File: config.mk
export PLATFORM = sky130hd
export DESIGN_NAME = mwv_ang_cal
export DESIGN_NICKNAME = d
export VERILOG_FILES = /design/src/design/mwv_pkg.sv /design/src/design/mwv_ang_cal.sv
export SDC_FILE = /design/constraint.sdc
export NUM_CORES = 1
export LEC_CHECK = 0
export BUFFER_PORTS_ARGS = -buffer_cell sky130_fd_sc_hd__buf_2
export CORE_MARGIN = 5
export CORE_UTILIZATION = 43
export CTS_CLUSTER_DIAMETER = 150
export DETAILED_ROUTE_END_ITERATION = 10
export GPL_ROUTABILITY_DRIVEN = 0
export PLACE_DENSITY = 0.62
export SLEW_MARGIN = 20
export SYNTH_ARGS = -nofsm -noshare
export SYNTH_HDL_FRONTEND = slang
export SYNTH_SLANG_ARGS = --single-unit
File: constraint.sdc
create_clock -name i_clk -period 14.5 [get_ports i_clk]
set_input_delay 2.9 -clock i_clk [delete_from_list [all_inputs] [get_ports i_clk]]
set_output_delay 2.9 -clock i_clk [all_outputs]
set_load 0.1 [all_outputs]
File: src/design/mwv_pkg.sv
// shared types, constants and calibration tables for the mwv sentence parser
`default_nettype none

package mwv_pkg;

    localparam int unsigned BYTE_W = 8;
    localparam int unsigned SPD_W  = 14;
    localparam int unsigned ANG_W  = 9;
    localparam int unsigned LAMP_W = 2;

    localparam logic [SPD_W-1:0] ACC_MAX = 14'd9999;
    localparam logic [SPD_W-1:0] SPD_RST = 14'd100;
    localparam logic [ANG_W-1:0] ANG_RST = 9'd75;
    localparam logic [SPD_W-1:0] SPD_KNEE = 14'd900;

    // unit conversion to knots: x * 1000 / 1852 and x * 3600 / 1852 by reciprocal
    localparam int unsigned CONV_SH = 23;
    localparam logic [63:0] KPH_MUL_64 = ((64'd1 << CONV_SH) * 64'd1000 + 64'd1851) / 64'd1852;
    localparam logic [63:0] MPS_MUL_64 = ((64'd1 << CONV_SH) * 64'd3600 + 64'd1851) / 64'd1852;
    localparam logic [23:0] KPH_MUL = KPH_MUL_64[23:0];
    localparam logic [23:0] MPS_MUL = MPS_MUL_64[23:0];

    // reciprocal constants for division by 100 (shift 19), 360 (shift 22), 10 (shift 11)
    localparam logic [12:0] DIV100_MUL = 13'd5243;
    localparam logic [13:0] DIV360_MUL = 14'd11651;
    localparam logic [7:0]  DIV10_MUL  = 8'd205;

    localparam logic [LAMP_W-1:0] LAMP_NONE = 2'd0;
    localparam logic [LAMP_W-1:0] LAMP_ON   = 2'd1;
    localparam logic [LAMP_W-1:0] LAMP_OFF  = 2'd2;

    typedef enum logic [4:0] {
        PS_IDLE      = 5'd0,
        PS_DOLLAR    = 5'd1,
        PS_TALK1     = 5'd2,
        PS_TALK2     = 5'd3,
        PS_LEAD_M    = 5'd4,
        PS_LEAD_W    = 5'd5,
        PS_LEAD_V    = 5'd6,
        PS_LEAD_CM   = 5'd7,
        PS_ANG_INT   = 5'd9,
        PS_ANG_FRAC  = 5'd10,
        PS_ANG_REF   = 5'd11,
        PS_SPD_INT   = 5'd12,
        PS_SPD_FRAC1 = 5'd13,
        PS_SPD_FRAC  = 5'd14,
        PS_SPD_UNIT  = 5'd15,
        PS_STATUS    = 5'd16,
        PS_TRAILER   = 5'd17
    } t_pstate;

    typedef struct packed {
        logic              upd;
        logic [LAMP_W-1:0] lamp;
    } t_flags;

    typedef struct packed {
        t_flags           flg;
        logic [SPD_W-1:0] spd;
        logic [SPD_W-1:0] ang;
    } t_commit;

    // speed correction per 10 knots, in tenths of a knot
    function automatic logic signed [8:0] spd_tab(input logic [6:0] idx);
        logic signed [8:0] v;
        case (idx)
            7'd0:    v = -9'sd1;
            7'd1:    v = -9'sd11;
            7'd2:    v = -9'sd16;
            7'd3:    v = -9'sd15;
            7'd4:    v = -9'sd7;
            7'd5:    v = 9'sd7;
            7'd6:    v = 9'sd33;
            7'd7:    v = 9'sd71;
            7'd8:    v = 9'sd117;
            7'd9:    v = 9'sd177;
            default: v = 9'sd0;
        endcase
        return v;
    endfunction

    // angle deviation per 10 degrees
    function automatic logic signed [4:0] ang_tab(input logic [5:0] idx);
        logic signed [4:0] v;
        case (idx)
            6'd0:    v = 5'sd4;
            6'd1:    v = 5'sd3;
            6'd2:    v = 5'sd1;
            6'd3:    v = 5'sd0;
            6'd4:    v = -5'sd1;
            6'd5:    v = -5'sd2;
            6'd6:    v = -5'sd3;
            6'd7:    v = -5'sd6;
            6'd8:    v = -5'sd7;
            6'd9:    v = -5'sd9;
            6'd10:   v = -5'sd8;
            6'd11:   v = -5'sd8;
            6'd12:   v = -5'sd9;
            6'd13:   v = -5'sd9;
            6'd14:   v = -5'sd7;
            6'd15:   v = -5'sd7;
            6'd16:   v = -5'sd7;
            6'd17:   v = -5'sd7;
            6'd18:   v = -5'sd7;
            6'd19:   v = -5'sd5;
            6'd20:   v = -5'sd4;
            6'd21:   v = -5'sd4;
            6'd22:   v = -5'sd2;
            6'd23:   v = 5'sd0;
            6'd24:   v = 5'sd2;
            6'd25:   v = 5'sd2;
            6'd26:   v = 5'sd3;
            6'd27:   v = 5'sd5;
            6'd28:   v = 5'sd5;
            6'd29:   v = 5'sd5;
            6'd30:   v = 5'sd5;
            6'd31:   v = 5'sd6;
            6'd32:   v = 5'sd5;
            6'd33:   v = 5'sd5;
            6'd34:   v = 5'sd4;
            6'd35:   v = 5'sd4;
            default: v = 5'sd0;
        endcase
        return v;
    endfunction

endpackage

`default_nettype wire

File: src/design/mwv_ang_cal.sv
// angle reduction and piecewise-linear deviation correction, four register stages
`default_nettype none

module mwv_ang_cal import mwv_pkg::*; (
    input  logic             i_clk,
    input  logic [3:0]       i_en,
    input  logic [SPD_W-1:0] i_raw,
    output logic [ANG_W-1:0] o_ang
);

    // stage 2: turns count
    logic [SPD_W-1:0] r_v2;
    logic [4:0]       r_q2;
    logic [27:0]      q_prod;

    // stage 3: angle within one circle
    logic [ANG_W-1:0] r_a3;
    logic [SPD_W-1:0] a_full;

    // stage 4: segment, remainder, slope
    logic [ANG_W-1:0]  r_a4;
    logic [3:0]        r_rem4;
    logic signed [4:0] r_lo4;
    logic signed [5:0] r_diff4;
    logic [16:0]       s_prod;
    logic [5:0]        seg, seg_nx;
    logic [ANG_W-1:0]  rem_full;
    logic signed [4:0] lo, hi;

    // stage 5: slope times remainder
    logic [ANG_W-1:0]   r_a5;
    logic signed [4:0]  r_lo5;
    logic signed [10:0] r_prod5;

    logic [10:0]        mag;
    logic [17:0]        t_prod;
    logic [6:0]         tq;
    logic signed [11:0] corr, sum;

    assign q_prod = {14'd0, i_raw} * {14'd0, DIV360_MUL};

    always_ff @(posedge i_clk) begin
        if (i_en[0]) begin
            r_v2 <= i_raw;
            r_q2 <= q_prod[26:22];
        end
    end

    assign a_full = r_v2 - ({9'd0, r_q2} * 14'd360);

    always_ff @(posedge i_clk) begin
        if (i_en[1]) begin
            r_a3 <= a_full[ANG_W-1:0];
        end
    end

    assign s_prod   = {8'd0, r_a3} * {9'd0, DIV10_MUL};
    assign seg      = s_prod[16:11];
    assign seg_nx   = (seg == 6'd35) ? 6'd0 : seg + 6'd1;
    assign rem_full = r_a3 - ({3'd0, seg} * 9'd10);
    assign lo       = ang_tab(seg);
    assign hi       = ang_tab(seg_nx);

    always_ff @(posedge i_clk) begin
        if (i_en[2]) begin
            r_a4    <= r_a3;
            r_rem4  <= rem_full[3:0];
            r_lo4   <= lo;
            r_diff4 <= $signed({hi[4], hi}) - $signed({lo[4], lo});
        end
    end

    always_ff @(posedge i_clk) begin
        if (i_en[3]) begin
            r_a5    <= r_a4;
            r_lo5   <= r_lo4;
            r_prod5 <= r_diff4 * $signed({1'b0, r_rem4});
        end
    end

    assign mag    = r_prod5[10] ? (11'd0 - r_prod5) : r_prod5;
    assign t_prod = {8'd0, mag[9:0]} * {10'd0, DIV10_MUL};
    assign tq     = t_prod[17:11];
    assign corr   = r_prod5[10] ? -$signed({5'd0, tq}) : $signed({5'd0, tq});
    assign sum    = $signed({3'b000, r_a5}) + $signed({{7{r_lo5[4]}}, r_lo5}) + corr;
    assign o_ang  = (sum < 0) ? '0 : sum[ANG_W-1:0];

endmodule

`default_nettype wire

==> flow_summary.ini <==
[synth]
synthAdderAreaFrac = 0.459
synth.area.mux_share = 0.0146
synth_simple_gate_area_frac = 0.0707
synth-xor-area-share = 0.0668
synth_nets = 1488
synth-seq-cells = 71
synthesis.area_um2 = 11100
syn-instance-count = 1120
synth-main-ff-cell = edfxtp_1
synth_cell_type_count = 61
yosysWarnings = 0
synth_top_family_by_area = adder cells
synth-compound-area-share = 0.104
yosysSeqAreaShare = 0.191
synth_edf_count = 71
async_flop_share = 0
synth_area_per_cell_um2 = 9.95

[critical_path]
cpMostUsedCell = inv_1
cp_data_required_time_ns = 11.60
slowest_stage = fa_1
r2r_setup_slack_ns = 7.14
critPathKind = flip-flop to output pin
setup.worst_path.end_class = output pin
cp_slowest_stage_delay_ns = 0.54
startpoint_type = flip-flop
critPathMaxFanout = 9
arrival_ns = 9.42

[timing]
finalSetupViolations = 0
finalHoldViolCount = 0
setup_tns_ns = 0
worst_pin_slew_ns = 0.974
skew_ns = 0.00498
fin_crit_sh = 0.849
slew_headroom = 0.350
fmax_mhz = 81.2
slew_violations = 0
rsz0062_at_grt = false
period_minus_slack_ns = 12.32

[final_layout]
area_growth_pct = 7.09
fillers = 2389
final_common_cell = inv_1
utilization = 0.463
design_area_um2 = 11900
drive_above_1_share = 0.0486
insertedDiodeCount = 0
final_cell_mix = inv_1 (262), ha_1 (249), fa_1 (100)
nets = 1517

[clock_network]
clk_pin_slew_ns = 0.05
ctsHoldBuffers = 0
clk_latency_ns = 0.33
cts_setup_buffers = 0
clock-sinks = 71
cts_tree = done
cts_resized = 0
htreeDepth = 3
cts_buffer_depth = 2
cts-root-buf = clkbuf_16
cts_buffers = 9

[routing]
via_count = 7366
drc = 0
wl_per_cell_um = 13.1
drtPass1Iterations = 4
viasPerCell = 4.95
drt_iter0_drc = 266
ant_nets = 0
routed_wirelength_um = 19500

[die]
std_cell_rows = 59
io_pins = 28
dieArea_um2 = 29200
core_area_um2 = 25800
die_h_um = 171
floorplan.initialDensity = 0.433
chipWidth_um = 171

[worst_hold_path]
min_path_type = flip-flop to flip-flop

[placement]
placed_area_um2 = 11700
io_buffers = 27
dp.final_hpwl_um = 17200

[grt]
grt.total_usage = 0.144
first_global_vias = 7703
grt_pass1_wl_um = 34800
antenna_found_initial = 0
grt_max_degree = 26
overflow = 0

[run_status]
status = finished, final reports clean

[run]
maxCapViolCount = 0
[final cells by class]
cell class                 instances  area, um2  area share
sequential                        71       2130       0.179
clock inverter                     4       25.0     0.00210
multi-input combinational        773       7980       0.669
tap                              335        419      0.0351
timing repair buffer              30        158      0.0132
clock buffer                      10        229      0.0192
inverter                         264        991      0.0830
[Yosys cell counts (2+ instances only)]
cell type	number	share of area
o211ai_1	6	0.0040
or4_1	3	0.0020
o21a_1	7	0.0047
inv_1	262	0.088
inv_2	2	0.00067
and3_1	4	0.0022
o22ai_1	2	0.0011
nor2_1	27	0.0091
clkbuf_1	9	0.0030
nor3b_1	3	0.0020
nor3_1	14	0.0063
nand2b_1	5	0.0028
mux2i_1	14	0.013
xnor2_1	63	0.050
buf_1	2	0.00067
nor2b_1	2	0.0011
or2_2	2	0.0011
o221ai_1	2	0.0016
a21o_1	22	0.015
edfxtp_1	71	0.19
nand4_1	3	0.0017
fa_1	100	0.18
ha_1	249	0.28
and2_1	22	0.012
o211a_1	4	0.0036
nand2_1	59	0.020
or3_1	7	0.0039
o31ai_1	9	0.0061
a221o_1	2	0.0018
mux2_2	2	0.0020
a211oi_1	10	0.0067
nand3_1	9	0.0040
a211o_1	2	0.0016
a31oi_1	5	0.0028
o21ai_0	24	0.011
o21bai_1	10	0.0067
a22oi_1	4	0.0027
xor2_1	22	0.017
a21oi_1	33	0.015
[state kept, by name (all words and copies together), names as in the netlist]
register  count
r_prod5      11
r_q2          5
r_lo4         5
r_a4          9
r_lo5         5
r_a3          9
r_a5          9
r_rem4        3
r_diff4       6
r_v2          9
[worst paths after layout]
kind	startpoint	endpoint	depth (start not counted)
min	r_lo4[1]	r_lo5[1]	0
max reg2reg	r_a3[2]	r_diff4[4]	23
max	r_prod5[0]	o_ang[3]	38
min reg2reg	r_lo4[1]	r_lo5[1]	0
[cell families after synthesis]
logic type | after synthesis
simple gates | 163
flops | 71
buf+inv | 276
fa+ha+maj | 349
mux | 16
xor+xnor | 85
compound gates | 160
[critical path, delay by kind of cell (launching register included)]
family                   cells  cell delay [ns]
AO/OA/AOI/OAI               11             2.54
XOR/XNOR                     4             0.96
adder cells (fa/ha/maj)      8             3.15
buffers and inverters        8             0.92
flip-flops                   1             0.49
multiplexers                 1             0.15
AND/OR/NAND/NOR              6             0.88
[per-layer routing]
metal | routed length (um) | vias to the layer above | global-route usage
met5 | 0 | - | 0
met4 | 232 | 0 | 0.0324
met3 | 557 | 17 | 0.0157
met2 | 9370 | 66 | 0.251
met1 | 9340 | 3503 | 0.192
li1 | - | 3780 | -
[metrics by stage]
step,cells,hold slack [ns],worst slack (ns)
floorplan,1120,0.400,2.16
global placement,1473,0.402,2.73
detailed placement,1473,0.405,2.53
CTS,1487,0.417,2.13
global route,1487,0.423,1.42
finish,1487,0.417,2.18
Power is not shown: default switching activity piles up to over one toggle a cycle in this logic, so the estimate is an artifact.
