[config.mk]
export PLATFORM = sky130hd
export DESIGN_NAME = mwv_parse
export DESIGN_NICKNAME = d
export VERILOG_FILES = /design/src/design/mwv_pkg.sv /design/src/design/mwv_parse.sv
export SDC_FILE = /design/constraint.sdc
export NUM_CORES = 1
export LEC_CHECK = 0
export ABC_AREA = 0
export BUFFER_PORTS_ARGS = -buffer_cell sky130_fd_sc_hd__buf_2
export CORE_MARGIN = 10
export CORE_UTILIZATION = 40
export CTS_CLUSTER_SIZE = 20
export DETAILED_ROUTE_END_ITERATION = 12
export PLACE_DENSITY_LB_ADDON = 0.3
export SYNTH_ARGS = -nofsm -noshare
export SYNTH_HDL_FRONTEND = slang
export SYNTH_SLANG_ARGS = --single-unit
[constraint.sdc]
create_clock -name i_clk -period 10.55 [get_ports i_clk]
set_clock_uncertainty 0.2 [all_clocks]
set_input_delay 2.6375 -clock i_clk [delete_from_list [all_inputs] [get_ports i_clk]]
set_output_delay 2.6375 -clock i_clk [all_outputs]
set_load 0.05 [all_outputs]
[src/design/mwv_pkg.sv]
// shared types, constants and calibration tables for the mwv sentence parser
`default_nettype none

package mwv_pkg;

    localparam int unsigned BYTE_W = 8;
    localparam int unsigned SPD_W  = 14;
    localparam int unsigned ANG_W  = 9;
    localparam int unsigned LAMP_W = 2;

    localparam logic [SPD_W-1:0] ACC_MAX = 14'd9999;
    localparam logic [SPD_W-1:0] SPD_RST = 14'd100;
    localparam logic [ANG_W-1:0] ANG_RST = 9'd75;
    localparam logic [SPD_W-1:0] SPD_KNEE = 14'd900;

    // unit conversion to knots: x * 1000 / 1852 and x * 3600 / 1852 by reciprocal
    localparam int unsigned CONV_SH = 23;
    localparam logic [63:0] KPH_MUL_64 = ((64'd1 << CONV_SH) * 64'd1000 + 64'd1851) / 64'd1852;
    localparam logic [63:0] MPS_MUL_64 = ((64'd1 << CONV_SH) * 64'd3600 + 64'd1851) / 64'd1852;
    localparam logic [23:0] KPH_MUL = KPH_MUL_64[23:0];
    localparam logic [23:0] MPS_MUL = MPS_MUL_64[23:0];

    // reciprocal constants for division by 100 (shift 19), 360 (shift 22), 10 (shift 11)
    localparam logic [12:0] DIV100_MUL = 13'd5243;
    localparam logic [13:0] DIV360_MUL = 14'd11651;
    localparam logic [7:0]  DIV10_MUL  = 8'd205;

    localparam logic [LAMP_W-1:0] LAMP_NONE = 2'd0;
    localparam logic [LAMP_W-1:0] LAMP_ON   = 2'd1;
    localparam logic [LAMP_W-1:0] LAMP_OFF  = 2'd2;

    typedef enum logic [4:0] {
        PS_IDLE      = 5'd0,
        PS_DOLLAR    = 5'd1,
        PS_TALK1     = 5'd2,
        PS_TALK2     = 5'd3,
        PS_LEAD_M    = 5'd4,
        PS_LEAD_W    = 5'd5,
        PS_LEAD_V    = 5'd6,
        PS_LEAD_CM   = 5'd7,
        PS_ANG_INT   = 5'd9,
        PS_ANG_FRAC  = 5'd10,
        PS_ANG_REF   = 5'd11,
        PS_SPD_INT   = 5'd12,
        PS_SPD_FRAC1 = 5'd13,
        PS_SPD_FRAC  = 5'd14,
        PS_SPD_UNIT  = 5'd15,
        PS_STATUS    = 5'd16,
        PS_TRAILER   = 5'd17
    } t_pstate;

    typedef struct packed {
        logic              upd;
        logic [LAMP_W-1:0] lamp;
    } t_flags;

    typedef struct packed {
        t_flags           flg;
        logic [SPD_W-1:0] spd;
        logic [SPD_W-1:0] ang;
    } t_commit;

    // speed correction per 10 knots, in tenths of a knot
    function automatic logic signed [8:0] spd_tab(input logic [6:0] idx);
        logic signed [8:0] v;
        case (idx)
            7'd0:    v = -9'sd1;
            7'd1:    v = -9'sd11;
            7'd2:    v = -9'sd16;
            7'd3:    v = -9'sd15;
            7'd4:    v = -9'sd7;
            7'd5:    v = 9'sd7;
            7'd6:    v = 9'sd33;
            7'd7:    v = 9'sd71;
            7'd8:    v = 9'sd117;
            7'd9:    v = 9'sd177;
            default: v = 9'sd0;
        endcase
        return v;
    endfunction

    // angle deviation per 10 degrees
    function automatic logic signed [4:0] ang_tab(input logic [5:0] idx);
        logic signed [4:0] v;
        case (idx)
            6'd0:    v = 5'sd4;
            6'd1:    v = 5'sd3;
            6'd2:    v = 5'sd1;
            6'd3:    v = 5'sd0;
            6'd4:    v = -5'sd1;
            6'd5:    v = -5'sd2;
            6'd6:    v = -5'sd3;
            6'd7:    v = -5'sd6;
            6'd8:    v = -5'sd7;
            6'd9:    v = -5'sd9;
            6'd10:   v = -5'sd8;
            6'd11:   v = -5'sd8;
            6'd12:   v = -5'sd9;
            6'd13:   v = -5'sd9;
            6'd14:   v = -5'sd7;
            6'd15:   v = -5'sd7;
            6'd16:   v = -5'sd7;
            6'd17:   v = -5'sd7;
            6'd18:   v = -5'sd7;
            6'd19:   v = -5'sd5;
            6'd20:   v = -5'sd4;
            6'd21:   v = -5'sd4;
            6'd22:   v = -5'sd2;
            6'd23:   v = 5'sd0;
            6'd24:   v = 5'sd2;
            6'd25:   v = 5'sd2;
            6'd26:   v = 5'sd3;
            6'd27:   v = 5'sd5;
            6'd28:   v = 5'sd5;
            6'd29:   v = 5'sd5;
            6'd30:   v = 5'sd5;
            6'd31:   v = 5'sd6;
            6'd32:   v = 5'sd5;
            6'd33:   v = 5'sd5;
            6'd34:   v = 5'sd4;
            6'd35:   v = 5'sd4;
            default: v = 5'sd0;
        endcase
        return v;
    endfunction

endpackage

`default_nettype wire

[src/design/mwv_parse.sv]
// sentence parser state machine with digit accumulators and unit conversion
`default_nettype none

module mwv_parse import mwv_pkg::*; (
    input  logic              i_clk,
    input  logic              i_rst_n,
    input  logic              i_step,
    input  logic [BYTE_W-1:0] i_byte,
    output t_commit           o_commit
);

    localparam logic [BYTE_W-1:0] CH_LF     = 8'h0A;
    localparam logic [BYTE_W-1:0] CH_CR     = 8'h0D;
    localparam logic [BYTE_W-1:0] CH_DOLLAR = 8'h24;
    localparam logic [BYTE_W-1:0] CH_STAR   = 8'h2A;
    localparam logic [BYTE_W-1:0] CH_COMMA  = 8'h2C;
    localparam logic [BYTE_W-1:0] CH_DOT    = 8'h2E;
    localparam logic [BYTE_W-1:0] CH_0      = 8'h30;
    localparam logic [BYTE_W-1:0] CH_9      = 8'h39;
    localparam logic [BYTE_W-1:0] CH_A      = 8'h41;
    localparam logic [BYTE_W-1:0] CH_K      = 8'h4B;
    localparam logic [BYTE_W-1:0] CH_M      = 8'h4D;
    localparam logic [BYTE_W-1:0] CH_N      = 8'h4E;
    localparam logic [BYTE_W-1:0] CH_R      = 8'h52;
    localparam logic [BYTE_W-1:0] CH_V      = 8'h56;
    localparam logic [BYTE_W-1:0] CH_W      = 8'h57;

    t_pstate          r_state, n_state;
    logic [SPD_W-1:0] r_ang_acc, n_ang_acc;
    logic [SPD_W-1:0] r_spd_acc, n_spd_acc;
    t_commit          r_commit, n_commit;

    logic              digit;
    logic [3:0]        dval;
    logic [37:0]       kph_prod, mps_prod;
    logic [SPD_W-1:0]  kph_val, mps_val;
    logic [SPD_W:0]    mps_raw;
    logic              quiet;
    logic              upd;
    logic [LAMP_W-1:0] lamp;

    function automatic logic [SPD_W-1:0] acc_digit(input logic [SPD_W-1:0] acc,
                                                   input logic [3:0] d);
        logic [16:0] v;
        v = {3'b000, acc} * 17'd10 + {13'd0, d};
        return (v > {3'b000, ACC_MAX}) ? ACC_MAX : v[SPD_W-1:0];
    endfunction

    assign digit = (i_byte >= CH_0) && (i_byte <= CH_9);
    assign dval  = digit ? i_byte[3:0] : 4'd0;

    assign kph_prod = {24'd0, r_spd_acc} * {14'd0, KPH_MUL};
    assign mps_prod = {24'd0, r_spd_acc} * {14'd0, MPS_MUL};
    assign kph_val  = kph_prod[CONV_SH+SPD_W-1:CONV_SH];
    assign mps_raw  = mps_prod[CONV_SH+SPD_W:CONV_SH];
    assign mps_val  = (mps_raw > {1'b0, ACC_MAX}) ? ACC_MAX : mps_raw[SPD_W-1:0];

    always_ff @(posedge i_clk) begin
        if (!i_rst_n) begin
            r_state   <= PS_IDLE;
            r_ang_acc <= '0;
            r_spd_acc <= '0;
        end else if (i_step) begin
            r_state   <= n_state;
            r_ang_acc <= n_ang_acc;
            r_spd_acc <= n_spd_acc;
        end
    end

    always_ff @(posedge i_clk) begin
        if (i_step) begin
            r_commit <= n_commit;
        end
    end

    always_comb begin
        n_state   = r_state;
        n_ang_acc = r_ang_acc;
        n_spd_acc = r_spd_acc;
        quiet     = 1'b0;
        upd       = 1'b0;
        lamp      = LAMP_NONE;
        case (r_state)
            PS_IDLE: begin
                if (i_byte == CH_LF) begin
                    n_state = PS_DOLLAR;
                    lamp    = LAMP_ON;
                end
            end
            PS_DOLLAR:  n_state = (i_byte == CH_DOLLAR) ? PS_TALK1 : PS_IDLE;
            PS_TALK1:   n_state = PS_TALK2;
            PS_TALK2:   n_state = PS_LEAD_M;
            PS_LEAD_M:  n_state = (i_byte == CH_M) ? PS_LEAD_W : PS_IDLE;
            PS_LEAD_W:  n_state = (i_byte == CH_W) ? PS_LEAD_V : PS_IDLE;
            PS_LEAD_V:  n_state = (i_byte == CH_V) ? PS_LEAD_CM : PS_IDLE;
            PS_LEAD_CM: begin
                if (i_byte == CH_COMMA) begin
                    n_state   = PS_ANG_INT;
                    n_ang_acc = '0;
                    n_spd_acc = '0;
                end else begin
                    n_state = PS_IDLE;
                end
            end
            PS_ANG_INT: begin
                if (digit) begin
                    n_ang_acc = acc_digit(r_ang_acc, dval);
                end else if (i_byte == CH_DOT) begin
                    n_state = PS_ANG_FRAC;
                end else if (i_byte == CH_COMMA) begin
                    n_state = PS_ANG_REF;
                end
            end
            PS_ANG_FRAC: begin
                if (i_byte == CH_COMMA) begin
                    n_state = PS_ANG_REF;
                end else if (!digit) begin
                    n_state = PS_IDLE;
                end
            end
            PS_ANG_REF: begin
                if (i_byte == CH_COMMA) begin
                    n_state = PS_SPD_INT;
                end else if (i_byte != CH_R) begin
                    n_state = PS_IDLE;
                end
            end
            PS_SPD_INT: begin
                if (digit) begin
                    n_spd_acc = acc_digit(r_spd_acc, dval);
                end else if (i_byte == CH_DOT) begin
                    n_state = PS_SPD_FRAC1;
                end else if (i_byte == CH_COMMA) begin
                    n_state = PS_SPD_UNIT;
                end else begin
                    n_state = PS_IDLE;
                end
            end
            PS_SPD_FRAC1: begin
                if (digit) begin
                    n_spd_acc = acc_digit(r_spd_acc, dval);
                    n_state   = PS_SPD_FRAC;
                end else begin
                    n_state = PS_IDLE;
                end
            end
            PS_SPD_FRAC: begin
                if (i_byte == CH_COMMA) begin
                    n_state = PS_SPD_UNIT;
                end else if (!digit) begin
                    n_state = PS_IDLE;
                end
            end
            PS_SPD_UNIT: begin
                if (i_byte == CH_COMMA) begin
                    n_state = PS_STATUS;
                end else if (i_byte == CH_K) begin
                    n_spd_acc = kph_val;
                end else if (i_byte == CH_M) begin
                    n_spd_acc = mps_val;
                end else if (i_byte != CH_N) begin
                    n_state = PS_IDLE;
                end
            end
            PS_STATUS: begin
                if (i_byte == CH_A) begin
                    upd     = 1'b1;
                    n_state = PS_TRAILER;
                end else begin
                    n_state = PS_IDLE;
                end
            end
            PS_TRAILER: begin
                if (i_byte == CH_CR) begin
                    n_state = PS_IDLE;
                    quiet   = 1'b1;
                end else if (!digit && (i_byte != CH_STAR)) begin
                    n_state = PS_IDLE;
                end
            end
            default: n_state = PS_IDLE;
        endcase
        if ((n_state == PS_IDLE) && !quiet) begin
            lamp = LAMP_OFF;
        end
        n_commit.flg.upd  = upd;
        n_commit.flg.lamp = lamp;
        n_commit.spd      = r_spd_acc;
        n_commit.ang      = r_ang_acc;
    end

    assign o_commit = r_commit;

endmodule

`default_nettype wire

==> run_results.csv <==
group,metric,value,unit
worst_setup_path,arrival,7.91,ns
clocking,cts_num_sinks,64,
worst_setup_path,crit_type,"reg -> reg",
placed_design,gp_congestion,0.928,
timing,fmax,127,MHz
timing,fin_crit,7.90,ns
synth,mappedNetlistNets,2126,
global_route,grt_pass1_wl,68400,um
worst_setup_path,end_kind,"flop",
global_route,grtUsageMet2,0.310,
floorplanning,fp.dieH,215,um
synth,yosys-top-cells-area,"fa_1 26%, ha_1 23%, inv_1 6.8%, edfxtp_1 6.1%, dfxtp_1 4.3%",
placed_design,dp_hpwl,36400,um
floorplanning,die_area,0.0462,mm2
cells_and_area,num_antenna_cells,0,
timing,worst_pin_slew,0.846,ns
synth,seq_area_frac_synth,0.105,
worst_setup_path,critPathRequiredTime,10.56,ns
global_route,use_met3,0.0317,
clocking,insertion_delay,0.35,ns
worst_hold_path,min_from,"r_ang_acc[7]$_SDFFE_PN0P_",
timing,slew_viol_final,0,
synth,async_flop_share,0,
worst_setup_path,cp-start-kind,"flop",
power,power.leakage,8.71,nW
route,num_vias,12200,
clocking,cts_root_buffer,"clkbuf_16",
route,wl_per_cell,19.8,um
synth,synth_top_area_share,0.257,
synth,synth_enable_flop_cells,31,
clocking,cts_buffers,9,
global_route,grt_usage,0.186,
clocking,htree_num_levels,3,
clocking,post_cts_buffers,0,
global_route,top_usage_layer,"met2",
cells_and_area,final_common_cell,"ha_1",
global_route,antenna_found_initial,1,
timing,rsz0062_at_grt,"no",
worst_setup_path,setup.worst_path.start,"r_spd_acc[11]$_SDFFE_PN0P_",
global_route,use_met1,0.243,
floorplanning,io_pins,42,
clocking,clk_pin_slew,0.06,ns
synth,ys.flop_type,"dfxtp_1",
cells_and_area,fin_util,0.433,
timing,post-route-period-util,0.749,
cells_and_area,syn_to_final_growth,7.04,%
flow_run,drv_cap,0,
global_route,grt.overflow.total,0,
cells_and_area,layout-drive-gt1-share,0.0610,
floorplanning,core_area,0.0376,mm2
power,ir_drop,0.0000568,V
clocking,cts-hold-fix-buffers,0,
power,power_density,36.9,mW/mm2
timing,relSlewSlack,0.427,
synth,netlist_area,0.0152,mm2
placed_design,port_buffers,41,
global_route,grt_max_degree,44,
route,routed_wl,43100,um
floorplanning,die_x,215,um
worst_setup_path,worst-path-max-fanout,12,
clocking,post_cts_resized,0,
route,drc,0,
synth,synth_cell_type_count,90,
worst_setup_path,worstReg2RegStart,"r_spd_acc[11]$_SDFFE_PN0P_",
floorplanning,initial_core_util,0.405,
cells_and_area,final_cell_mix,"285 x ha_1, 276 x inv_1, 195 x fa_1",
timing,fin_hold_ws,0.335,ns
floorplanning,row_count,71,
synth,synth_cells,1635,
route,ant_nets,0,
synth,ys_ff_latch,64,
route,drt_iter0_markers,802,
synth,synth.largest_area_cell,"fa_1",
clocking,cts_max_path_buffers,2,
worst_hold_path,hold_class,"reg -> reg",
route,drt_pass1_iterations,7,
clocking,cts_tree,"yes",
global_route,grt_pass1_vias,12500,
route,viasPerCell,5.60,
cells_and_area,fin_nets,2157,
timing,tns,0,ns
synth,yosys_warnings,0,
timing,setup_viol,0,
status,status,"completed",
timing,hold_viol,0,
synth,avgSynthCellArea,9.30,um2
## power breakdown
group	internal, mW	total (mW)	switching (mW)
clock network	0.171	0.287	0.115
logic	0.00972	0.0445	0.0348
registers	0.265	0.269	0.00386
## metal layers
layer | up-vias | wire length, um
met5 | - | 13
met4 | 2 | 950
met3 | 65 | 2510
met2 | 364 | 20400
met1 | 5994 | 19200
li1 | 5785 | -
## Yosys cell counts, drive strengths merged, types with 9 or more instances
| library cell | instances |
|---|---|
| nand2 | 71 |
| a31oi | 18 |
| or2 | 15 |
| dfxtp | 33 |
| a211oi | 26 |
| and3 | 12 |
| o221ai | 9 |
| ha | 285 |
| and2 | 12 |
| nor4 | 15 |
| nor2 | 78 |
| inv | 276 |
| edfxtp | 31 |
| fa | 195 |
| o211ai | 19 |
| nand3 | 34 |
| buf | 9 |
| clkbuf | 23 |
| xnor2 | 41 |
| nand2b | 16 |
| nor2b | 14 |
| o21ai | 53 |
| nand4 | 14 |
| nor3 | 34 |
| a21oi | 88 |
| xor2 | 26 |
| o21a | 10 |
| a21o | 30 |
| or3 | 17 |
| o31ai | 9 |
## worst max-delay path, cell delays in order, from the launching register on
cell	delay (ns)
dfxtp_1	0.70
fa_1	0.68
fa_1	0.57
fa_1	0.55
inv_1	0.06
fa_1	0.53
inv_1	0.05
fa_1	0.54
inv_1	0.06
fa_1	0.49
inv_1	0.04
ha_1	0.36
nand3_1	0.22
nor4_1	0.41
nand3_1	0.13
o311ai_1	0.72
nor2_1	0.14
xnor2_1	0.21
or4_1	0.46
and3_1	0.24
nor3b_1	0.24
o221ai_1	0.15
## state kept, by name, summed over array words and instances (netlist names)
name and count:
o_commit 31, r_ang_acc 14, r_spd_acc 14, r_state 5
## stage by stage
stage	instance area (um2)	setup WS [ns]	total power, mW	cells
6_report	16300	2.65	0.600	2182
5_1_grt	16300	2.17	0.617	2182
4_1_cts	16300	2.67	0.603	2182
3_5_place_dp	16000	2.70	0.318	2166
3_3_place_gp	16000	2.87	0.319	2166
2_1_floorplan	15200	3.67	0.303	1635
## worst paths after layout
kind / slack (ns) / cells after the start / end
max: 2.65 / 21 / r_spd_acc[1]$_SDFFE_PN0P_
min reg2reg: 0.33 / 0 / o_commit[7]$_DFFE_PP_
max reg2reg: 2.65 / 21 / r_spd_acc[1]$_SDFFE_PN0P_
min: 0.33 / 0 / o_commit[7]$_DFFE_PP_
## logic make-up (layout without fill, tap and decap cells)
kind of cell	after synthesis	in the layout	synth area share
compound gates	337	337	0.155
buf+inv	309	345	0.0772
fa+ha+maj	480	480	0.491
flops	64	64	0.105
simple gates	372	372	0.130
xor+xnor	67	67	0.0386
mux	6	6	0.00395
## layout make-up
type                       instances  area (um2)
clock buffer                      13         260
inverter                         277        1040
multi-input combinational       1262       12400
sequential                        64        1590
timing repair buffer              52         288
fill                            3647       21300
tap                              511         639
clock inverter                     3        16.3
Note: power is estimated with default switching activity, not from simulation.
