[src/design/mwv_pkg.sv]
// shared types, constants and calibration tables for the mwv sentence parser
`default_nettype none

package mwv_pkg;

    localparam int unsigned BYTE_W = 8;
    localparam int unsigned SPD_W  = 14;
    localparam int unsigned ANG_W  = 9;
    localparam int unsigned LAMP_W = 2;

    localparam logic [SPD_W-1:0] ACC_MAX = 14'd9999;
    localparam logic [SPD_W-1:0] SPD_RST = 14'd100;
    localparam logic [ANG_W-1:0] ANG_RST = 9'd75;
    localparam logic [SPD_W-1:0] SPD_KNEE = 14'd900;

    // unit conversion to knots: x * 1000 / 1852 and x * 3600 / 1852 by reciprocal
    localparam int unsigned CONV_SH = 23;
    localparam logic [63:0] KPH_MUL_64 = ((64'd1 << CONV_SH) * 64'd1000 + 64'd1851) / 64'd1852;
    localparam logic [63:0] MPS_MUL_64 = ((64'd1 << CONV_SH) * 64'd3600 + 64'd1851) / 64'd1852;
    localparam logic [23:0] KPH_MUL = KPH_MUL_64[23:0];
    localparam logic [23:0] MPS_MUL = MPS_MUL_64[23:0];

    // reciprocal constants for division by 100 (shift 19), 360 (shift 22), 10 (shift 11)
    localparam logic [12:0] DIV100_MUL = 13'd5243;
    localparam logic [13:0] DIV360_MUL = 14'd11651;
    localparam logic [7:0]  DIV10_MUL  = 8'd205;

    localparam logic [LAMP_W-1:0] LAMP_NONE = 2'd0;
    localparam logic [LAMP_W-1:0] LAMP_ON   = 2'd1;
    localparam logic [LAMP_W-1:0] LAMP_OFF  = 2'd2;

    typedef enum logic [4:0] {
        PS_IDLE      = 5'd0,
        PS_DOLLAR    = 5'd1,
        PS_TALK1     = 5'd2,
        PS_TALK2     = 5'd3,
        PS_LEAD_M    = 5'd4,
        PS_LEAD_W    = 5'd5,
        PS_LEAD_V    = 5'd6,
        PS_LEAD_CM   = 5'd7,
        PS_ANG_INT   = 5'd9,
        PS_ANG_FRAC  = 5'd10,
        PS_ANG_REF   = 5'd11,
        PS_SPD_INT   = 5'd12,
        PS_SPD_FRAC1 = 5'd13,
        PS_SPD_FRAC  = 5'd14,
        PS_SPD_UNIT  = 5'd15,
        PS_STATUS    = 5'd16,
        PS_TRAILER   = 5'd17
    } t_pstate;

    typedef struct packed {
        logic              upd;
        logic [LAMP_W-1:0] lamp;
    } t_flags;

    typedef struct packed {
        t_flags           flg;
        logic [SPD_W-1:0] spd;
        logic [SPD_W-1:0] ang;
    } t_commit;

    // speed correction per 10 knots, in tenths of a knot
    function automatic logic signed [8:0] spd_tab(input logic [6:0] idx);
        logic signed [8:0] v;
        case (idx)
            7'd0:    v = -9'sd1;
            7'd1:    v = -9'sd11;
            7'd2:    v = -9'sd16;
            7'd3:    v = -9'sd15;
            7'd4:    v = -9'sd7;
            7'd5:    v = 9'sd7;
            7'd6:    v = 9'sd33;
            7'd7:    v = 9'sd71;
            7'd8:    v = 9'sd117;
            7'd9:    v = 9'sd177;
            default: v = 9'sd0;
        endcase
        return v;
    endfunction

    // angle deviation per 10 degrees
    function automatic logic signed [4:0] ang_tab(input logic [5:0] idx);
        logic signed [4:0] v;
        case (idx)
            6'd0:    v = 5'sd4;
            6'd1:    v = 5'sd3;
            6'd2:    v = 5'sd1;
            6'd3:    v = 5'sd0;
            6'd4:    v = -5'sd1;
            6'd5:    v = -5'sd2;
            6'd6:    v = -5'sd3;
            6'd7:    v = -5'sd6;
            6'd8:    v = -5'sd7;
            6'd9:    v = -5'sd9;
            6'd10:   v = -5'sd8;
            6'd11:   v = -5'sd8;
            6'd12:   v = -5'sd9;
            6'd13:   v = -5'sd9;
            6'd14:   v = -5'sd7;
            6'd15:   v = -5'sd7;
            6'd16:   v = -5'sd7;
            6'd17:   v = -5'sd7;
            6'd18:   v = -5'sd7;
            6'd19:   v = -5'sd5;
            6'd20:   v = -5'sd4;
            6'd21:   v = -5'sd4;
            6'd22:   v = -5'sd2;
            6'd23:   v = 5'sd0;
            6'd24:   v = 5'sd2;
            6'd25:   v = 5'sd2;
            6'd26:   v = 5'sd3;
            6'd27:   v = 5'sd5;
            6'd28:   v = 5'sd5;
            6'd29:   v = 5'sd5;
            6'd30:   v = 5'sd5;
            6'd31:   v = 5'sd6;
            6'd32:   v = 5'sd5;
            6'd33:   v = 5'sd5;
            6'd34:   v = 5'sd4;
            6'd35:   v = 5'sd4;
            default: v = 5'sd0;
        endcase
        return v;
    endfunction

endpackage

`default_nettype wire

[src/design/mwv_spd_cal.sv]
// piecewise-linear speed correction, four register stages
`default_nettype none

module mwv_spd_cal import mwv_pkg::*; (
    input  logic             i_clk,
    input  logic [3:0]       i_en,
    input  logic [SPD_W-1:0] i_raw,
    output logic [SPD_W-1:0] o_spd
);

    // stage 2: segment index
    logic [SPD_W-1:0] r_v2;
    logic [6:0]       r_q2;
    logic [26:0]      q_prod;

    // stage 3: remainder and table slope
    logic [SPD_W-1:0]  r_v3;
    logic              r_big3;
    logic [6:0]        r_rem3;
    logic signed [8:0] r_lo3;
    logic signed [9:0] r_diff3;
    logic [SPD_W-1:0]  rem_full;
    logic signed [8:0] lo, hi;

    // stage 4: slope times remainder
    logic [SPD_W-1:0]   r_v4;
    logic               r_big4;
    logic signed [8:0]  r_lo4;
    logic signed [17:0] r_prod4;

    // stage 5: truncated division by 100
    logic [SPD_W-1:0]  r_v5;
    logic              r_big5;
    logic signed [8:0] r_lo5;
    logic              r_neg5;
    logic [6:0]        r_mq5;
    logic [17:0]       mag;
    logic [25:0]       mq_prod;

    logic signed [15:0] corr, sum;

    assign q_prod = {13'd0, i_raw} * {14'd0, DIV100_MUL};

    always_ff @(posedge i_clk) begin
        if (i_en[0]) begin
            r_v2 <= i_raw;
            r_q2 <= q_prod[25:19];
        end
    end

    assign rem_full = r_v2 - ({7'd0, r_q2} * 14'd100);
    assign lo       = spd_tab(r_q2);
    assign hi       = spd_tab(r_q2 + 7'd1);

    always_ff @(posedge i_clk) begin
        if (i_en[1]) begin
            r_v3    <= r_v2;
            r_big3  <= r_v2 > SPD_KNEE;
            r_rem3  <= rem_full[6:0];
            r_lo3   <= lo;
            r_diff3 <= $signed({hi[8], hi}) - $signed({lo[8], lo});
        end
    end

    always_ff @(posedge i_clk) begin
        if (i_en[2]) begin
            r_v4    <= r_v3;
            r_big4  <= r_big3;
            r_lo4   <= r_lo3;
            r_prod4 <= r_diff3 * $signed({1'b0, r_rem3});
        end
    end

    assign mag     = r_prod4[17] ? (18'd0 - r_prod4) : r_prod4;
    assign mq_prod = {13'd0, mag[12:0]} * {13'd0, DIV100_MUL};

    always_ff @(posedge i_clk) begin
        if (i_en[3]) begin
            r_v5   <= r_v4;
            r_big5 <= r_big4;
            r_lo5  <= r_lo4;
            r_neg5 <= r_prod4[17];
            r_mq5  <= mq_prod[25:19];
        end
    end

    assign corr = r_neg5 ? -$signed({9'd0, r_mq5}) : $signed({9'd0, r_mq5});
    assign sum  = $signed({2'b00, r_v5}) + $signed({{7{r_lo5[8]}}, r_lo5}) + corr;

    always_comb begin
        if (r_big5) begin
            o_spd = r_v5 + 14'(spd_tab(7'd9));
        end else if (sum < 0) begin
            o_spd = '0;
        end else begin
            o_spd = sum[SPD_W-1:0];
        end
    end

endmodule

`default_nettype wire

[config.mk]
export PLATFORM = sky130hd
export DESIGN_NAME = mwv_spd_cal
export DESIGN_NICKNAME = d
export VERILOG_FILES = /design/src/design/mwv_pkg.sv /design/src/design/mwv_spd_cal.sv
export SDC_FILE = /design/constraint.sdc
export NUM_CORES = 1
export LEC_CHECK = 0
export ABC_AREA = 1
export BUFFER_PORTS_ARGS = -buffer_cell sky130_fd_sc_hd__buf_2
export CORE_MARGIN = 2
export CORE_UTILIZATION = 35
export DETAILED_ROUTE_END_ITERATION = 10
export PLACE_DENSITY = 0.48
export SKIP_LAST_GASP = 1
export SYNTH_ARGS = -nofsm -noshare
export SYNTH_HDL_FRONTEND = slang
export SYNTH_SLANG_ARGS = --single-unit
[constraint.sdc]
create_clock -name i_clk -period 8.3 [get_ports i_clk]
set_clock_uncertainty 0.2 [all_clocks]
set_input_delay 2.49 -clock i_clk [delete_from_list [all_inputs] [get_ports i_clk]]
set_output_delay 2.49 -clock i_clk [all_outputs]
set_load 0.02 [all_outputs]
==> flow_summary.toml, run 1 <==
[cells_and_area]
num_antenna_cells = 0
fin_area_um2 = 18300
fin_cells = 2527
finish.utilization_pct = 38.4
final_layout_net_count = 2363
ratio_of_cells_with_drive_above_1_in_the_final_layout_pct = 4.97
final.fill_count = 4861
area.growth.synth_to_final_pct = 8.46

[global_routing]
grt_use_met2_pct = 27.8
via_count_of_the_first_global_routing_pass = 12100
met1_usage_pct = 20.7
use_met3_pct = 2.08
grt_overflow = 0
global_route.peak_usage_layer = "met2"
grt_antenna_before_repair = 0
gr-usage-all-layers_pct = 15.8
grt_max_degree = 40
global_route_wire_length_before_repair_um = 62200

[synthesis]
postSynth.topFlopCell = "sky130_fd_sc_hd__edfxtp_1"
synth.net_count = 2322
seq_area_frac_synth_pct = 24.2
synth.distinct_cells = 51
number_of_flops_mapped_to_enable_cells_by_yosys = 130
synthArstFlopShare_pct = 0
ys_ff_latch = 139
postSynthCellCount = 1858
yosys_warnings = 0
synthesis.area_um2 = 16900
syn-mean-instance-area_um2 = 9.08

[drt]
drt-pass1-iter-count = 6
num_vias = 11600
wl_um = 37200
drt_iter0_markers = 561
detail_route.drc_violations = 0
wl_per_cell_um = 14.7
detail_route.vias_per_cell = 4.57
final_antenna_net_count = 0

[placement]
post-place-cells = 2495
dpl.hpwl_um = 31900
gp_routability_congestion = 0.878
port_buffers = 32
dpl_cell_area_um2 = 17700

[job]
maxCapViolCount = 0

[clock_network]
cts_num_sinks = 139
cts-htree-levels = 4
clock_pin_slew_on_the_worst_setup_and_hold_paths_ns = 0.06
post_cts_hold_buffer_count = 0
cts_inserted_buffers = 17
cts.repair_timing.setup_buffer_count = 0
postCtsResizedCells = 0
clk_root_buffer_cell = "sky130_fd_sc_hd__clkbuf_16"
tritoncts = "built"
clock_tree.buffer_depth = 2
clock_insertion_delay_worst_skew_ns = 0.43

[floorplanning]
boundaryPins = 33
die_w_um = 224
coreArea_um2 = 47600
start_util_pct = 35.4
chipHeight_um = 224
num_rows = 80
dieArea_um2 = 50000

[timing]
max_slew.worst_pin.slew_ns = 0.988
min_period_over_period_pct = 85.5
setup_violations = 0
rsz0062_at_grt = "no"
hold_violations = 0
timing.slew.headroom_pct = 33.9
timing.setup.tns_ns = 0
drv_slew = 0
finalCriticalPeriod_ns = 7.09
peak_freq_ghz = 0.141

[worst_setup_path]
critPathKind = "register to output port"
end_kind = "output port"
wp_data_required_ns = 5.61
slowest_delay_ns = 0.61
critical_path.slowest_cell = "sky130_fd_sc_hd__xor2_2"
crit_arrival_ns = 4.40
reg2reg_setup_slack_ns = 1.79
path_cells = "inv_1 > ha_1 > inv_1 > nor2_1 > o21ai_0 > fa_1 > ha_1 > nand2_1 > nand2_1 > a21oi_1 > inv_1 > a21oi_1 > nand2_2 > xor2_2 > nand2_1 > o21ai_0 > buf_2"
crit_path_start_kind = "register"
critPathMaxFanout = 14

[status]
run_status = "completed"

[worst_hold_path]
hp-class = "register to register"
==> synth_stat cells (6+ instances only) <==
cell | instances | area [um^2]
sky130_fd_sc_hd__inv_1 | 499 | 1870
sky130_fd_sc_hd__nand2_1 | 319 | 1200
sky130_fd_sc_hd__ha_1 | 262 | 3280
sky130_fd_sc_hd__fa_1 | 183 | 3660
sky130_fd_sc_hd__edfxtp_1 | 130 | 3900
sky130_fd_sc_hd__nor2_1 | 84 | 315
sky130_fd_sc_hd__a21oi_1 | 78 | 390
sky130_fd_sc_hd__o21ai_0 | 56 | 280
sky130_fd_sc_hd__xor2_1 | 49 | 429
sky130_fd_sc_hd__nand3_1 | 47 | 235
sky130_fd_sc_hd__xnor2_1 | 21 | 184
sky130_fd_sc_hd__nor3_1 | 14 | 70.1
sky130_fd_sc_hd__nand4_1 | 11 | 68.8
sky130_fd_sc_hd__a21o_1 | 9 | 67.6
sky130_fd_sc_hd__dfxtp_1 | 9 | 180
sky130_fd_sc_hd__clkbuf_1 | 7 | 26.3
sky130_fd_sc_hd__nand2_2 | 6 | 37.5
sky130_fd_sc_hd__nor4_1 | 6 | 37.5
==> state kept, by name, indices dropped and copies added, names as in the netlist, named ones only <==
register and cells:
r_lo4 9, r_big4 1, r_v2 14, r_diff3 10, r_v5 14, r_big3 1
r_lo3 9, r_rem3 5, r_q2 7, r_big5 1, r_mq5 7, r_lo5 9
r_neg5 1, r_v4 14, r_prod4 14, r_v3 14
==> layout make-up <==
class / instances / area, um^2 / share of cell area [%]
Inverter: 504 / 1890 / 10.3
Timing Repair Buffer: 34 / 175 / 0.958
Clock buffer: 20 / 437 / 2.39
Clock inverter: 12 / 115 / 0.629
Multi-Input combinational cell: 1203 / 10800 / 59.1
Tap cell: 615 / 769 / 4.21
Sequential cell: 139 / 4080 / 22.3
==> worst max-delay path, delay by kind of cell (launching register included) <==
kind / cells / cell delay [ns]
fa+ha+maj: 3 / 1.08
compound gates: 4 / 0.95
xor+xnor: 1 / 0.61
simple gates: 5 / 0.47
buf+inv: 4 / 0.44
flops: 1 / 0.43
==> per-layer routing <==
| metal | routed length (um) | up-vias |
|---|---|---|
| met1 | 17400 | 5516 |
| met3 | 810 | 32 |
| met2 | 18400 | 132 |
| li1 | - | 5880 |
| met4 | 583 | 0 |
| met5 | 0 | - |
==> cells by family (layout without fill, tap and decap cells) <==
family | Yosys count | after routing | synth area share, %
multiplexers | 1 | 1 | 0.0668
adder cells (fa/ha/maj) | 445 | 445 | 41.2
buffers and inverters | 516 | 570 | 11.6
XOR/XNOR | 75 | 75 | 4.25
AO/OA/AOI/OAI | 181 | 181 | 6.31
AND/OR/NAND/NOR | 501 | 501 | 12.4
flip-flops | 139 | 139 | 24.2
==> per-stage QoR <==
step	hold WS, ns	setup slack (ns)
2_1_floorplan	0.200	1.60
3_3_place_gp	0.204	1.12
3_5_place_dp	0.205	1.07
4_1_cts	0.216	1.11
5_1_grt	0.224	0.846
6_report	0.216	1.21
==> worst paths after layout <==
path	end	from	depth (start not counted)
min reg2reg	r_v4[12]	r_v3[12]	0
min	r_v4[12]	r_v3[12]	0
max	o_spd[6]	r_mq5[0]	17
max reg2reg	r_mq5[6]	r_prod4[0]	23
==> cells in the final DEF, fill, tap and decap left out, types with 3 or more instances in the layout <==
cell type,n
sky130_fd_sc_hd__inv_6,4
sky130_fd_sc_hd__o21ai_1,3
sky130_fd_sc_hd__xor2_1,49
sky130_fd_sc_hd__nor4_1,6
sky130_fd_sc_hd__buf_2,32
sky130_fd_sc_hd__or2_2,3
sky130_fd_sc_hd__o31ai_1,4
sky130_fd_sc_hd__o21bai_1,5
sky130_fd_sc_hd__a211oi_1,4
sky130_fd_sc_hd__nor2_1,84
sky130_fd_sc_hd__a21oi_1,78
sky130_fd_sc_hd__xnor2_1,21
sky130_fd_sc_hd__a31oi_1,3
sky130_fd_sc_hd__inv_2,4
sky130_fd_sc_hd__edfxtp_1,130
sky130_fd_sc_hd__ha_1,262
sky130_fd_sc_hd__clkbuf_16,17
sky130_fd_sc_hd__fa_1,183
sky130_fd_sc_hd__clkinvlp_4,3
sky130_fd_sc_hd__nor3_1,14
sky130_fd_sc_hd__a21o_1,9
sky130_fd_sc_hd__clkbuf_1,3
sky130_fd_sc_hd__nand3_1,47
sky130_fd_sc_hd__nand2_1,319
sky130_fd_sc_hd__inv_1,499
sky130_fd_sc_hd__dfxtp_1,9
sky130_fd_sc_hd__o21ai_0,56
sky130_fd_sc_hd__nand4_1,11
sky130_fd_sc_hd__nand3_2,5
sky130_fd_sc_hd__o21a_1,4
sky130_fd_sc_hd__nand2_2,6
sky130_fd_sc_hd__clkinv_1,3
Power of run 1 is not shown: default switching activity piles up to over one toggle a cycle in this logic, so the estimate is an artifact.
==> run 2, diff against run 1 <==
CORE_MARGIN = default   (was 2)
PLACE_DENSITY = 0.52   (was 0.48)
==> flow_summary.toml, run 2 (synthesis gave the netlist of run 1 again) <==
[timing]
finalCriticalPeriod_ns = 7.13
fin_hold_ws_ns = 0.218
drv_slew = 0
min_period_over_period_pct = 85.9
setup_violations = 0
timing.setup.tns_ns = 0
hold_violations = 0
max_slew.worst_pin.slew_ns = 0.991
timing.slew.headroom_pct = 33.3
rsz0062_at_grt = "no"
peak_freq_ghz = 0.140

[worst_setup_path]
cp.depth = 15
rr_startpoint = "r_prod4[0]"
worstSetupEndpoint = "o_spd[8]"
critPathKind = "register to output port"
crit_path_start_kind = "register"
end_kind = "output port"
reg2reg_setup_slack_ns = 1.85
wp_data_required_ns = 5.61
worstReg2RegEnd = "r_mq5[3]"
critPathMaxFanout = 14
critical_path.slowest_cell = "sky130_fd_sc_hd__o31ai_2"
slowest_delay_ns = 0.59
ff2ff_path_depth = 21
path_cells = "o31ai_2 > o21ai_0 > xor2_1 > inv_1 > fa_1 > inv_1 > ha_1 > nand2_2 > a31oi_4 > nand3_2 > nand2_2 > xor2_2 > nand2_1 > o21ai_0 > buf_2"
worst-path-buf-inv = 3
critPathLaunch = "r_mq5[0]"
crit_arrival_ns = 4.44
worst_path_dominant_cell_family = "compound AO/OA/AOI/OAI gates"

[global_routing]
grt_antenna_before_repair = 1
via_count_of_the_first_global_routing_pass = 12300
grt_overflow = 0
global_route_wire_length_before_repair_um = 61700
gr-usage-all-layers_pct = 15.8
grt_max_degree = 40

[clock_network]
clock_tree.buffer_depth = 2
tritoncts = "built"
clock_insertion_delay_worst_skew_ns = 0.43
postCtsResizedCells = 0
cts_inserted_buffers = 17
cts.repair_timing.setup_buffer_count = 0
cts-htree-levels = 4
clk_root_buffer_cell = "sky130_fd_sc_hd__clkbuf_16"
post_cts_hold_buffer_count = 0
clock_pin_slew_on_the_worst_setup_and_hold_paths_ns = 0.06
cts_num_sinks = 139

[placement]
post-place-cells = 2494
port_buffers = 32
gp_routability_congestion = 0.846
dpl.hpwl_um = 31100

[cells_and_area]
final_layout_net_count = 2362
ratio_of_cells_with_drive_above_1_in_the_final_layout_pct = 5.13
fin_cells = 2527
layout.cells.most_common = "sky130_fd_sc_hd__inv_1"
seq_area_um2 = 4080
final.fill_count = 4849
mostFrequentLayoutCells = "sky130_fd_sc_hd__inv_1 (499), sky130_fd_sc_hd__nand2_1 (319), sky130_fd_sc_hd__ha_1 (262)"
area.growth.synth_to_final_pct = 8.65
multi_input_area_um2 = 10800

[job]
maxCapViolCount = 0

[drt]
drt-pass1-iter-count = 5
final_antenna_net_count = 0
num_vias = 11600
detail_route.vias_per_cell = 4.58
drt_iter0_markers = 626
wl_per_cell_um = 14.3
wl_um = 36100
detail_route.drc_violations = 0

[floorplanning]
die_w_um = 222
boundaryPins = 33
coreArea_um2 = 47600
num_rows = 80
chipHeight_um = 222
start_util_pct = 35.4
dieArea_um2 = 49100

[status]
run_status = "completed"

[worst_hold_path]
hp-class = "register to register"
run 2: stage by stage:
stage,utilization (%),setup WS (ns),area [um^2]
after floorplan,-,1.60,16900
after global placement,37.2,1.12,17700
after detailed placement,37.2,1.09,17700
after CTS,38.4,1.10,18300
after global routing,38.5,0.857,18300
final,38.5,1.17,18300
run 2: cell type report:
type / instances / share of cell area, %
diodes: 2 / 0.0273
clock buffers: 17 / 2.32
clock inverters: 14 / 0.881
inverters: 504 / 10.3
multi-input cells: 1203 / 59.0
flip-flops and latches: 139 / 22.3
well taps: 615 / 4.20
repair buffers: 33 / 0.915
run 2: routing by layer:
metal / vias to the layer above / track usage [%] / wire (um)
met1: 5519 / 20.4 / 16900
li1: 5881 / - / -
met4: 0 / 4.12 / 623
met2: 128 / 27.8 / 17800
met5: - / 0 / 0
met3: 41 / 2.07 / 795
run 2: how the worst min path moves through the flow:
stage | startpoint | to | slack (ns) | cells after the start
6_report | r_v4[12] | r_v5[12] | 0.22 | 0
5_1_grt | r_v4[12] | r_v5[12] | 0.22 | 0
4_1_cts | r_v4[10] | r_v5[10] | 0.22 | 0
3_5_place_dp | r_lo3[6] | r_lo4[6] | 0.20 | 0
3_3_place_gp | r_v4[5] | r_v5[5] | 0.21 | 0
2_1_floorplan | r_big3 | r_big4 | 0.20 | 0
Power of run 2 is left out for the same reason.
